==> src/hdl/lps_pkg.sv <==
// ----------------------------------------------------------------------------
// lps_pkg
// shared widths, constants and types of the linear prime sieve
// ----------------------------------------------------------------------------
package lps_pkg;

    localparam int LIMIT_W  = 17;
    localparam int NUMBER_W = 16;
    localparam int COUNT_W  = 14;

    localparam logic [LIMIT_W-1:0] LIMIT_RESET  = 17'd65536;
    localparam logic [LIMIT_W-1:0] LIMIT_MIN    = 17'd3;
    localparam int                 FIRST_NUMBER = 2;

    // status of the iterative remainder unit
    typedef struct packed {
        logic busy;
        logic done;
        logic divides;
    } lps_mod_status_t;

endpackage

==> src/hdl/lps_mod_unit.sv <==
// ----------------------------------------------------------------------------
// lps_mod_unit
// restoring remainder unit, one dividend bit per cycle, flags exact division
// ----------------------------------------------------------------------------
module lps_mod_unit #(
    parameter int W = 17
) (
    input  logic                     clk,
    input  logic                     rst_n,
    input  logic                     start,
    input  logic [W-1:0]             dividend,
    input  logic [W-1:0]             divisor,
    output lps_pkg::lps_mod_status_t status
);
    import lps_pkg::*;

    localparam int CNT_W = $clog2(W + 1);

    logic [W-1:0]     rem_reg, rem_next;
    logic [W-1:0]     dvd_reg, dvd_next;
    logic [W-1:0]     dsr_reg, dsr_next;
    logic [CNT_W-1:0] cnt_reg, cnt_next;
    logic             busy_reg, busy_next;
    logic             done_reg, done_next;
    logic [W:0]       trial;
    logic [W:0]       diff;

    assign trial = {rem_reg, dvd_reg[W-1]};
    assign diff  = trial - {1'b0, dsr_reg};

    always_comb
    begin
        rem_next  = rem_reg;
        dvd_next  = dvd_reg;
        dsr_next  = dsr_reg;
        cnt_next  = cnt_reg;
        busy_next = busy_reg;
        done_next = 1'b0;
        if (start)
        begin
            rem_next  = '0;
            dvd_next  = dividend;
            dsr_next  = divisor;
            cnt_next  = CNT_W'(W);
            busy_next = 1'b1;
        end
        else if (busy_reg)
        begin
            // shift in the next dividend bit, subtract when it fits
            if (trial >= {1'b0, dsr_reg})
            begin
                rem_next = diff[W-1:0];
            end
            else
            begin
                rem_next = trial[W-1:0];
            end
            dvd_next = {dvd_reg[W-2:0], 1'b0};
            cnt_next = cnt_reg - 1'b1;
            if (cnt_reg == CNT_W'(1))
            begin
                busy_next = 1'b0;
                done_next = 1'b1;
            end
        end
    end

    always_ff @(posedge clk or negedge rst_n)
    begin
        if (!rst_n)
        begin
            busy_reg <= 1'b0;
            done_reg <= 1'b0;
            cnt_reg  <= '0;
        end
        else
        begin
            busy_reg <= busy_next;
            done_reg <= done_next;
            cnt_reg  <= cnt_next;
        end
    end

    always_ff @(posedge clk)
    begin
        rem_reg <= rem_next;
        dvd_reg <= dvd_next;
        dsr_reg <= dsr_next;
    end

    assign status.busy    = busy_reg;
    assign status.done    = done_reg;
    assign status.divides = (rem_reg == '0);

endmodule

==> config.mk <==
export PLATFORM = sky130hd
export DESIGN_NAME = lps_mod_unit
export DESIGN_NICKNAME = d
export VERILOG_FILES = /design/src/hdl/lps_pkg.sv /design/src/hdl/lps_mod_unit.sv
export SDC_FILE = /design/constraint.sdc
export NUM_CORES = 1
export LEC_CHECK = 0
export ABC_AREA = 1
export BUFFER_PORTS_ARGS = -buffer_cell sky130_fd_sc_hd__buf_2
export CELL_PAD_IN_SITES_DETAIL_PLACEMENT = 1
export CELL_PAD_IN_SITES_GLOBAL_PLACEMENT = 1
export CORE_MARGIN = 5
export CORE_UTILIZATION = 39
export DETAILED_ROUTE_END_ITERATION = 8
export MAX_ROUTING_LAYER = met4
export PLACE_DENSITY = 0.75
export SLEW_MARGIN = 20
export SYNTH_ARGS = -nofsm -noshare
export SYNTH_HDL_FRONTEND = slang
export SYNTH_SLANG_ARGS = --single-unit
==> constraint.sdc <==
create_clock -name clk -period 1.9 [get_ports clk]
set_input_delay 0.095 -clock clk [delete_from_list [all_inputs] [get_ports clk]]
set_output_delay 0.095 -clock clk [all_outputs]
set_load 0.05 [all_outputs]
==> impl_metrics.py, run 1 <==
metrics = {
    "floorplan": {
        "chipWidth_um": 106,
        "num_rows": 35,
        "ios": 40,
        "start_util": 0.396,
        "coreArea_um2": 9150,
        "die_h_um": 106,
        "die-area_um2": 11300,
    },
    "critical_path": {
        "timing.rr.start": "dvd_reg[16]$_DFFE_PP_",
        "crit_family": "simple AND/OR/NAND/NOR gates",
        "slowest_delay_ps": 440,
        "cp_max_fo": 4,
        "path_cells": "inv_2 > ha_4 > inv_2 > fa_2 > nand3_4 > nand3_4 > nand2_2 > nand2_4 > nand2_4 > nand2_2 > nand2_2 > nand3_2 > nand3_2 > nand2_1",
        "worst_r2r_endpoint": "rem_reg[16]$_SDFFE_PP0P_",
        "ff2ff_setup_slack_ps": -180,
        "cp_common_cell": "nand2_2",
        "cp-end-kind": "flop",
        "crit_required_ps": 2140,
        "crit_arrival_ps": 2320,
        "slowest_stage": "fa_2",
        "cp_num_buf_inv": 2,
        "worst-r2r-cell-count": 14,
        "criticalPathCategory": "reg -> reg",
        "cp-start-kind": "flop",
    },
    "placement": {
        "place_area_um2": 4250,
        "place_inst": 667,
        "place_ws_ps": -128,
        "dp_hpwl_um": 7940,
        "place.gp.congestion": 0.858,
        "port-buffer-count": 39,
    },
    "pwr": {
        "power_frac_comb": 0.595,
        "power_density_nw_per_um2": 1350,
        "p_leak_nw": 2.74,
        "ir_worst_vdd_mv": 0.633,
        "switching_share": 0.455,
        "seqPwrFrac": 0.246,
        "p_switching_mw": 3.38,
        "clkPwrFrac": 0.160,
        "cellInternalPower_mw": 4.04,
    },
    "layout": {
        "fin_area_um2": 5480,
        "final_common_cell": "nand2_1",
        "fin_util": 0.598,
        "area_growth_pct": 51.1,
        "final_cells": 720,
        "layout_common_cells": "nand2_1 (130), inv_1 (68), buf_4 (56)",
        "finalNetCount": 661,
        "antenna_cells": 0,
        "drive_gt1_frac": 0.406,
    },
    "clocking": {
        "cts.path.max_buffers": 2,
        "numCtsBuffers": 9,
        "htree_levels": 3,
        "root_buffer": "clkbuf_8",
        "cts_sinks": 58,
        "cts_tree": "done",
        "clk_latency_ps": 360,
        "clkSlewWorstSetupHoldPaths_ps": 90,
    },
    "sta": {
        "hold_viol": 0,
        "min_period_over_period": 1.09,
        "slew_violations": 0,
        "period_minus_slack_ps": 2080,
        "fmax_ghz": 0.481,
        "relSlewSlack": 0.653,
        "tns_ps": -1970,
        "grt_setup_unrepaired": "yes",
        "setup_viol_count_final": 17,
        "tightest_slew_ps": 517,
        "fin_worst_skew_ps": 23.1,
        "worst_slack_ps": -179,
    },
    "global_route": {
        "grt_pass1_vias": 4108,
        "gr-total-overflow": 0,
        "grt_max_degree": 31,
        "grt_pass1_wl_um": 21200,
        "antenna_found_initial": 0,
        "groute.usage.overall": 0.250,
    },
    "logic_synthesis": {
        "netlist_area_um2": 3620,
        "synthArstFlopShare": 0.121,
        "synth-edff-count": 34,
        "synth-seq-area-share": 0.424,
        "ys_warn_count": 0,
        "syn_avg_cell_area_um2": 7.56,
        "ys_seq_elements": 58,
        "syn_inst": 479,
        "ys.flop_type": "edfxtp_1",
        "synth_nets": 536,
        "yosys.cell_types.count": 35,
    },
    "outcome": {
        "violations": "negative setup slack",
        "status": "finished with violations",
    },
    "detailed_routing": {
        "avgRoutedWirePerCell_um": 22.5,
        "drt-total-wl_um": 16200,
        "via_per_inst": 5.47,
        "dr.pass1.iters": 4,
        "antenna_left": 0,
        "dr.first_iter.drc_count": 233,
        "drc": 0,
        "vias": 3938,
    },
    "worst_hold_path": {
        "hold_depth": 3,
        "hold_start": "dividend[2]",
        "worstHoldPathType": "in -> reg",
        "hold_end": "dvd_reg[2]$_DFFE_PP_",
    },
    "job": {
        "cap_violations": 0,
    },
}
cell families (layout without fill, tap and decap cells):
group,count (synthesis),after routing,synth area share
AOI/OAI and AO/OA,25,25,0.0349
xor gates and xnor gates,7,7,0.0169
adders and majority gates,20,20,0.0711
buffers and inverters,97,226,0.108
DFF,58,58,0.424
and+or+nand+nor,272,273,0.345
Yosys cell counts, drive strengths merged (7+ instances only):
cell type | instances | share of area
dfrtp | 7 | 0.048
ha | 19 | 0.066
nand2 | 173 | 0.19
nand3b | 7 | 0.015
o21ai | 12 | 0.017
dfxtp | 17 | 0.094
inv | 85 | 0.088
nor2 | 25 | 0.031
a21oi | 12 | 0.017
nand3 | 49 | 0.080
edfxtp | 34 | 0.28
worst register-to-register path, stage by stage, from the launching register on:
cell	delay, ps
edfxtp_1	400
inv_2	100
ha_4	130
inv_2	40
fa_2	440
nand3_4	130
nand3_4	90
nand2_2	90
nand2_4	70
nand2_4	80
nand2_2	70
nand2_2	90
nand3_2	80
nand3_2	80
nand2_1	70
timing repair:
item	4_1_cts	5_1_grt
pin swaps	24	25
hold endpoints to repair	24	0
hold buffers	18	0
buffers inserted	9	6
cloned	4	0
endpoints found under the setup margin	18	18
resized for setup	46	105
metrics by stage:
stage	total power, mW	hold WS (ps)
3_5_place_dp	4.41	-62.8
5_1_grt	7.75	20.3
3_3_place_gp	4.30	-61.3
6_report	7.42	15.7
4_1_cts	6.15	4.23
2_1_floorplan	3.43	-201
worst max path at each step:
stage / from / to / slack (ps) / cells past startpoint
finish: dvd_reg[16]$_DFFE_PP_ / rem_reg[16]$_SDFFE_PP0P_ / -180 / 14
floorplan: dvd_reg[16]$_DFFE_PP_ / rem_reg[8]$_SDFFE_PP0P_ / 7 / 11
global route: dvd_reg[16]$_DFFE_PP_ / rem_reg[0]$_SDFFE_PP0P_ / -250 / 12
global placement: dvd_reg[16]$_DFFE_PP_ / rem_reg[16]$_SDFFE_PP0P_ / -70 / 14
detailed placement: dvd_reg[16]$_DFFE_PP_ / rem_reg[16]$_SDFFE_PP0P_ / -130 / 14
CTS: dvd_reg[16]$_DFFE_PP_ / rem_reg[16]$_SDFFE_PP0P_ / -30 / 14
area by class of cell:
class / count / area, um^2
fill: 1059 / 3680
multi-input combinational: 325 / 2320
sequential: 58 / 1540
timing repair buffer: 123 / 963
inverter: 87 / 327
tap: 111 / 139
clock buffer: 10 / 128
clock inverter: 6 / 57.6
power groups by stage:
stage | sequential, mW | clock [mW] | combinational, mW
CTS | 1.75 | 1.15 | 3.25
detailed placement | 1.74 | 0 | 2.67
global placement | 1.73 | 0 | 2.56
floorplan | 1.71 | 0 | 1.72
finish | 1.82 | 1.18 | 4.41
global route | 1.84 | 1.27 | 4.64
routing by layer:
metal / wire length [um] / global-route usage / vias up
li1: - / - / 1769
met1: 6510 / 0.288 / 1936
met2: 8120 / 0.442 / 159
met3: 790 / 0.0407 / 74
met4: 790 / 0.0842 / 0
met5: 0 / - / -
Power figures use the tool's default switching activity.
==> run 2, diff against run 1 <==
--- a/config.mk
+++ b/config.mk
@@ -5,15 +5,14 @@
 export SDC_FILE = /design/constraint.sdc
 export NUM_CORES = 1
 export LEC_CHECK = 0
-export ABC_AREA = 1
 export BUFFER_PORTS_ARGS = -buffer_cell sky130_fd_sc_hd__buf_2
 export CELL_PAD_IN_SITES_DETAIL_PLACEMENT = 1
 export CELL_PAD_IN_SITES_GLOBAL_PLACEMENT = 1
 export CORE_MARGIN = 5
-export CORE_UTILIZATION = 39
+export CORE_UTILIZATION = 41
 export DETAILED_ROUTE_END_ITERATION = 8
 export MAX_ROUTING_LAYER = met4
-export PLACE_DENSITY = 0.75
+export PLACE_DENSITY = 0.74
 export SLEW_MARGIN = 20
 export SYNTH_ARGS = -nofsm -noshare
 export SYNTH_HDL_FRONTEND = slang
==> impl_metrics.py, run 2 <==
metrics = {
    "logic_synthesis": {
        "synth-edff-count": 34,
        "netlist_area_um2": 3300,
        "synthArstFlopShare": 0.121,
        "yosys-top-cells-count": "edfxtp_1 (34), nor2_1 (26), inv_1 (23), ha_1 (19), dfxtp_1 (17)",
        "synth_area_leaders": "edfxtp_1 (31%), dfxtp_1 (10%), ha_1 (7.2%)",
        "synth_nets": 366,
        "ys_warn_count": 0,
        "ys_seq_elements": 58,
        "yosys.cell_types.count": 50,
        "synth-seq-area-share": 0.466,
        "yosysTopAreaCellShare": 0.310,
        "yosysMostFrequentCell": "edfxtp_1",
        "syn_avg_cell_area_um2": 10.7,
        "syn_inst": 309,
        "ys.flop_type": "edfxtp_1",
        "synth.largest_area_cell": "edfxtp_1",
    },
    "clocking": {
        "cts_sinks": 58,
        "clkSlewWorstSetupHoldPaths_ps": 80,
        "root_buffer": "clkbuf_8",
        "cts_tree": "done",
        "htree_levels": 3,
        "numCtsBuffers": 9,
        "cts.path.max_buffers": 2,
        "clk_latency_ps": 360,
    },
    "worst_hold_path": {
        "hold_start": "dividend[4]",
        "worstHoldPathType": "in -> reg",
        "hold_depth": 2,
        "hold_end": "dvd_reg[4]$_DFFE_PP_",
    },
    "sta": {
        "setup_viol_count_final": 18,
        "tightest_slew_ps": 685,
        "hold_ws_ps": 40.9,
        "min_period_over_period": 1.52,
        "slew_violations": 0,
        "period_minus_slack_ps": 2890,
        "hold_viol": 0,
        "relSlewSlack": 0.542,
        "worst_slack_ps": -991,
        "fin_worst_skew_ps": 9.20,
        "grt_setup_unrepaired": "yes",
        "fmax_ghz": 0.346,
    },
    "detailed_routing": {
        "vias": 3290,
        "avgRoutedWirePerCell_um": 25.8,
        "antenna_left": 0,
        "via_per_inst": 5.97,
        "drc": 0,
        "dr.pass1.iters": 5,
        "dr.first_iter.drc_count": 303,
        "drt-total-wl_um": 14200,
    },
    "critical_path": {
        "cp-start-kind": "flop",
        "worst-r2r-cell-count": 11,
        "timing.rr.start": "dvd_reg[16]$_DFFE_PP_",
        "crit_required_ps": 2130,
        "slowest_delay_ps": 430,
        "slowest_stage": "edfxtp_1",
        "cp.depth": 11,
        "crit_family": "compound AO/OA/AOI/OAI gates",
        "cp_num_buf_inv": 3,
        "worst_r2r_endpoint": "rem_reg[1]$_SDFFE_PP0P_",
        "criticalPathCategory": "reg -> reg",
        "path_cells": "inv_2 > ha_4 > inv_2 > fa_2 > a21o_1 > a221o_1 > a21o_1 > a31oi_4 > buf_6 > mux2i_1 > a211oi_1",
        "ff2ff_setup_slack_ps": -990,
        "crit_arrival_ps": 3120,
        "cp_max_fo": 7,
        "cp-end-kind": "flop",
    },
    "job": {
        "cap_violations": 0,
    },
    "floorplan": {
        "ios": 40,
        "coreArea_um2": 7770,
        "num_rows": 32,
        "chipWidth_um": 99.7,
        "die-area_um2": 9940,
        "die_h_um": 99.7,
        "start_util": 0.425,
    },
    "pwr": {
        "ir_worst_vdd_mv": 0.609,
        "p_total_mw": 6.50,
        "p_leak_nw": 2.22,
        "power_density_nw_per_um2": 1350,
    },
    "placement": {
        "place.gp.congestion": 0.810,
        "dp_hpwl_um": 7490,
        "place_ws_ps": -861,
        "port-buffer-count": 39,
        "place_inst": 505,
    },
    "layout": {
        "antenna_cells": 0,
        "area_growth_pct": 46.0,
        "fin_util": 0.620,
        "layout_common_cells": "buf_4 (72), buf_2 (38), edfxtp_1 (34)",
        "fill_cells": 829,
        "final_common_cell": "buf_4",
        "drive_gt1_frac": 0.419,
        "finalNetCount": 501,
        "final_cells": 551,
    },
    "global_route": {
        "grt.met3_usage": 0.0743,
        "gr-total-overflow": 0,
        "antenna_found_initial": 0,
        "grt_max_degree": 32,
        "globalRoute.busiestLayer": "met2",
        "groute.usage.overall": 0.278,
        "use_met1": 0.333,
        "grt_pass1_wl_um": 20100,
        "use_met2": 0.457,
        "grt_pass1_vias": 3480,
    },
    "outcome": {
        "violations": "negative setup slack",
        "status": "finished with violations",
    },
}
## run 2: metal layers
layer	up-vias	wire length [um]
met4	0	538
met2	173	6960
met1	1660	5660
li1	1411	-
met3	46	1080
met5	-	0
## run 2: kinds of logic after synthesis
kind of cell,after synthesis,share of synthesized area
buffers and inverters,40,0.0546
AO/OA/AOI/OAI,68,0.147
adder cells (fa/ha/maj),20,0.0781
XOR/XNOR,14,0.0372
AND/OR/NAND/NOR,82,0.129
multiplexers,27,0.0880
flip-flops,58,0.466
## run 2: layout make-up
type	instances	area (um^2)	share of cell area
Clock buffer	9	124	0.0257
Clock inverter	7	83.8	0.0174
Inverter	23	86.3	0.0179
Multi-Input combinational cell	211	1760	0.366
Sequential cell	58	1560	0.324
Tap cell	102	128	0.0265
Timing Repair Buffer	141	1070	0.223
## run 2: worst max-delay path by stage
stage	to	slack [ps]	from
floorplan	rem_reg[1]$_SDFFE_PP0P_	-620	dvd_reg[16]$_DFFE_PP_
global placement	rem_reg[4]$_SDFFE_PP0P_	-720	dvd_reg[16]$_DFFE_PP_
detailed placement	rem_reg[1]$_SDFFE_PP0P_	-860	dvd_reg[16]$_DFFE_PP_
CTS	rem_reg[3]$_SDFFE_PP0P_	-840	dvd_reg[16]$_DFFE_PP_
global route	rem_reg[1]$_SDFFE_PP0P_	-1070	dvd_reg[16]$_DFFE_PP_
finish	rem_reg[1]$_SDFFE_PP0P_	-990	dvd_reg[16]$_DFFE_PP_
## run 2: power by group
part | internal, mW | switching [mW] | leakage [nW] | total, mW
clock | 0.723 | 0.575 | 0.102 | 1.30
combinational | 1.50 | 1.84 | 1.54 | 3.34
sequential | 1.63 | 0.224 | 0.574 | 1.86
## run 2: what timing repair did
| item | 4_1_cts | 5_1_grt |
|---|---|---|
| setup buffers | 4 | 9 |
| setup endpoints to repair | 18 | 18 |
| gates resized for setup | 19 | 38 |
| hold buffers | 18 | 0 |
| pin swaps | 14 | 17 |
| hold endpoints to repair | 24 | 0 |
## run 2: per-stage QoR
stage / TNS, ps / area, um^2
CTS: -12900 / 4610
global route: -17180 / 4810
finish: -15590 / 4810
global placement: -11490 / 4110
floorplan: -9670 / 3310
detailed placement: -13710 / 4110
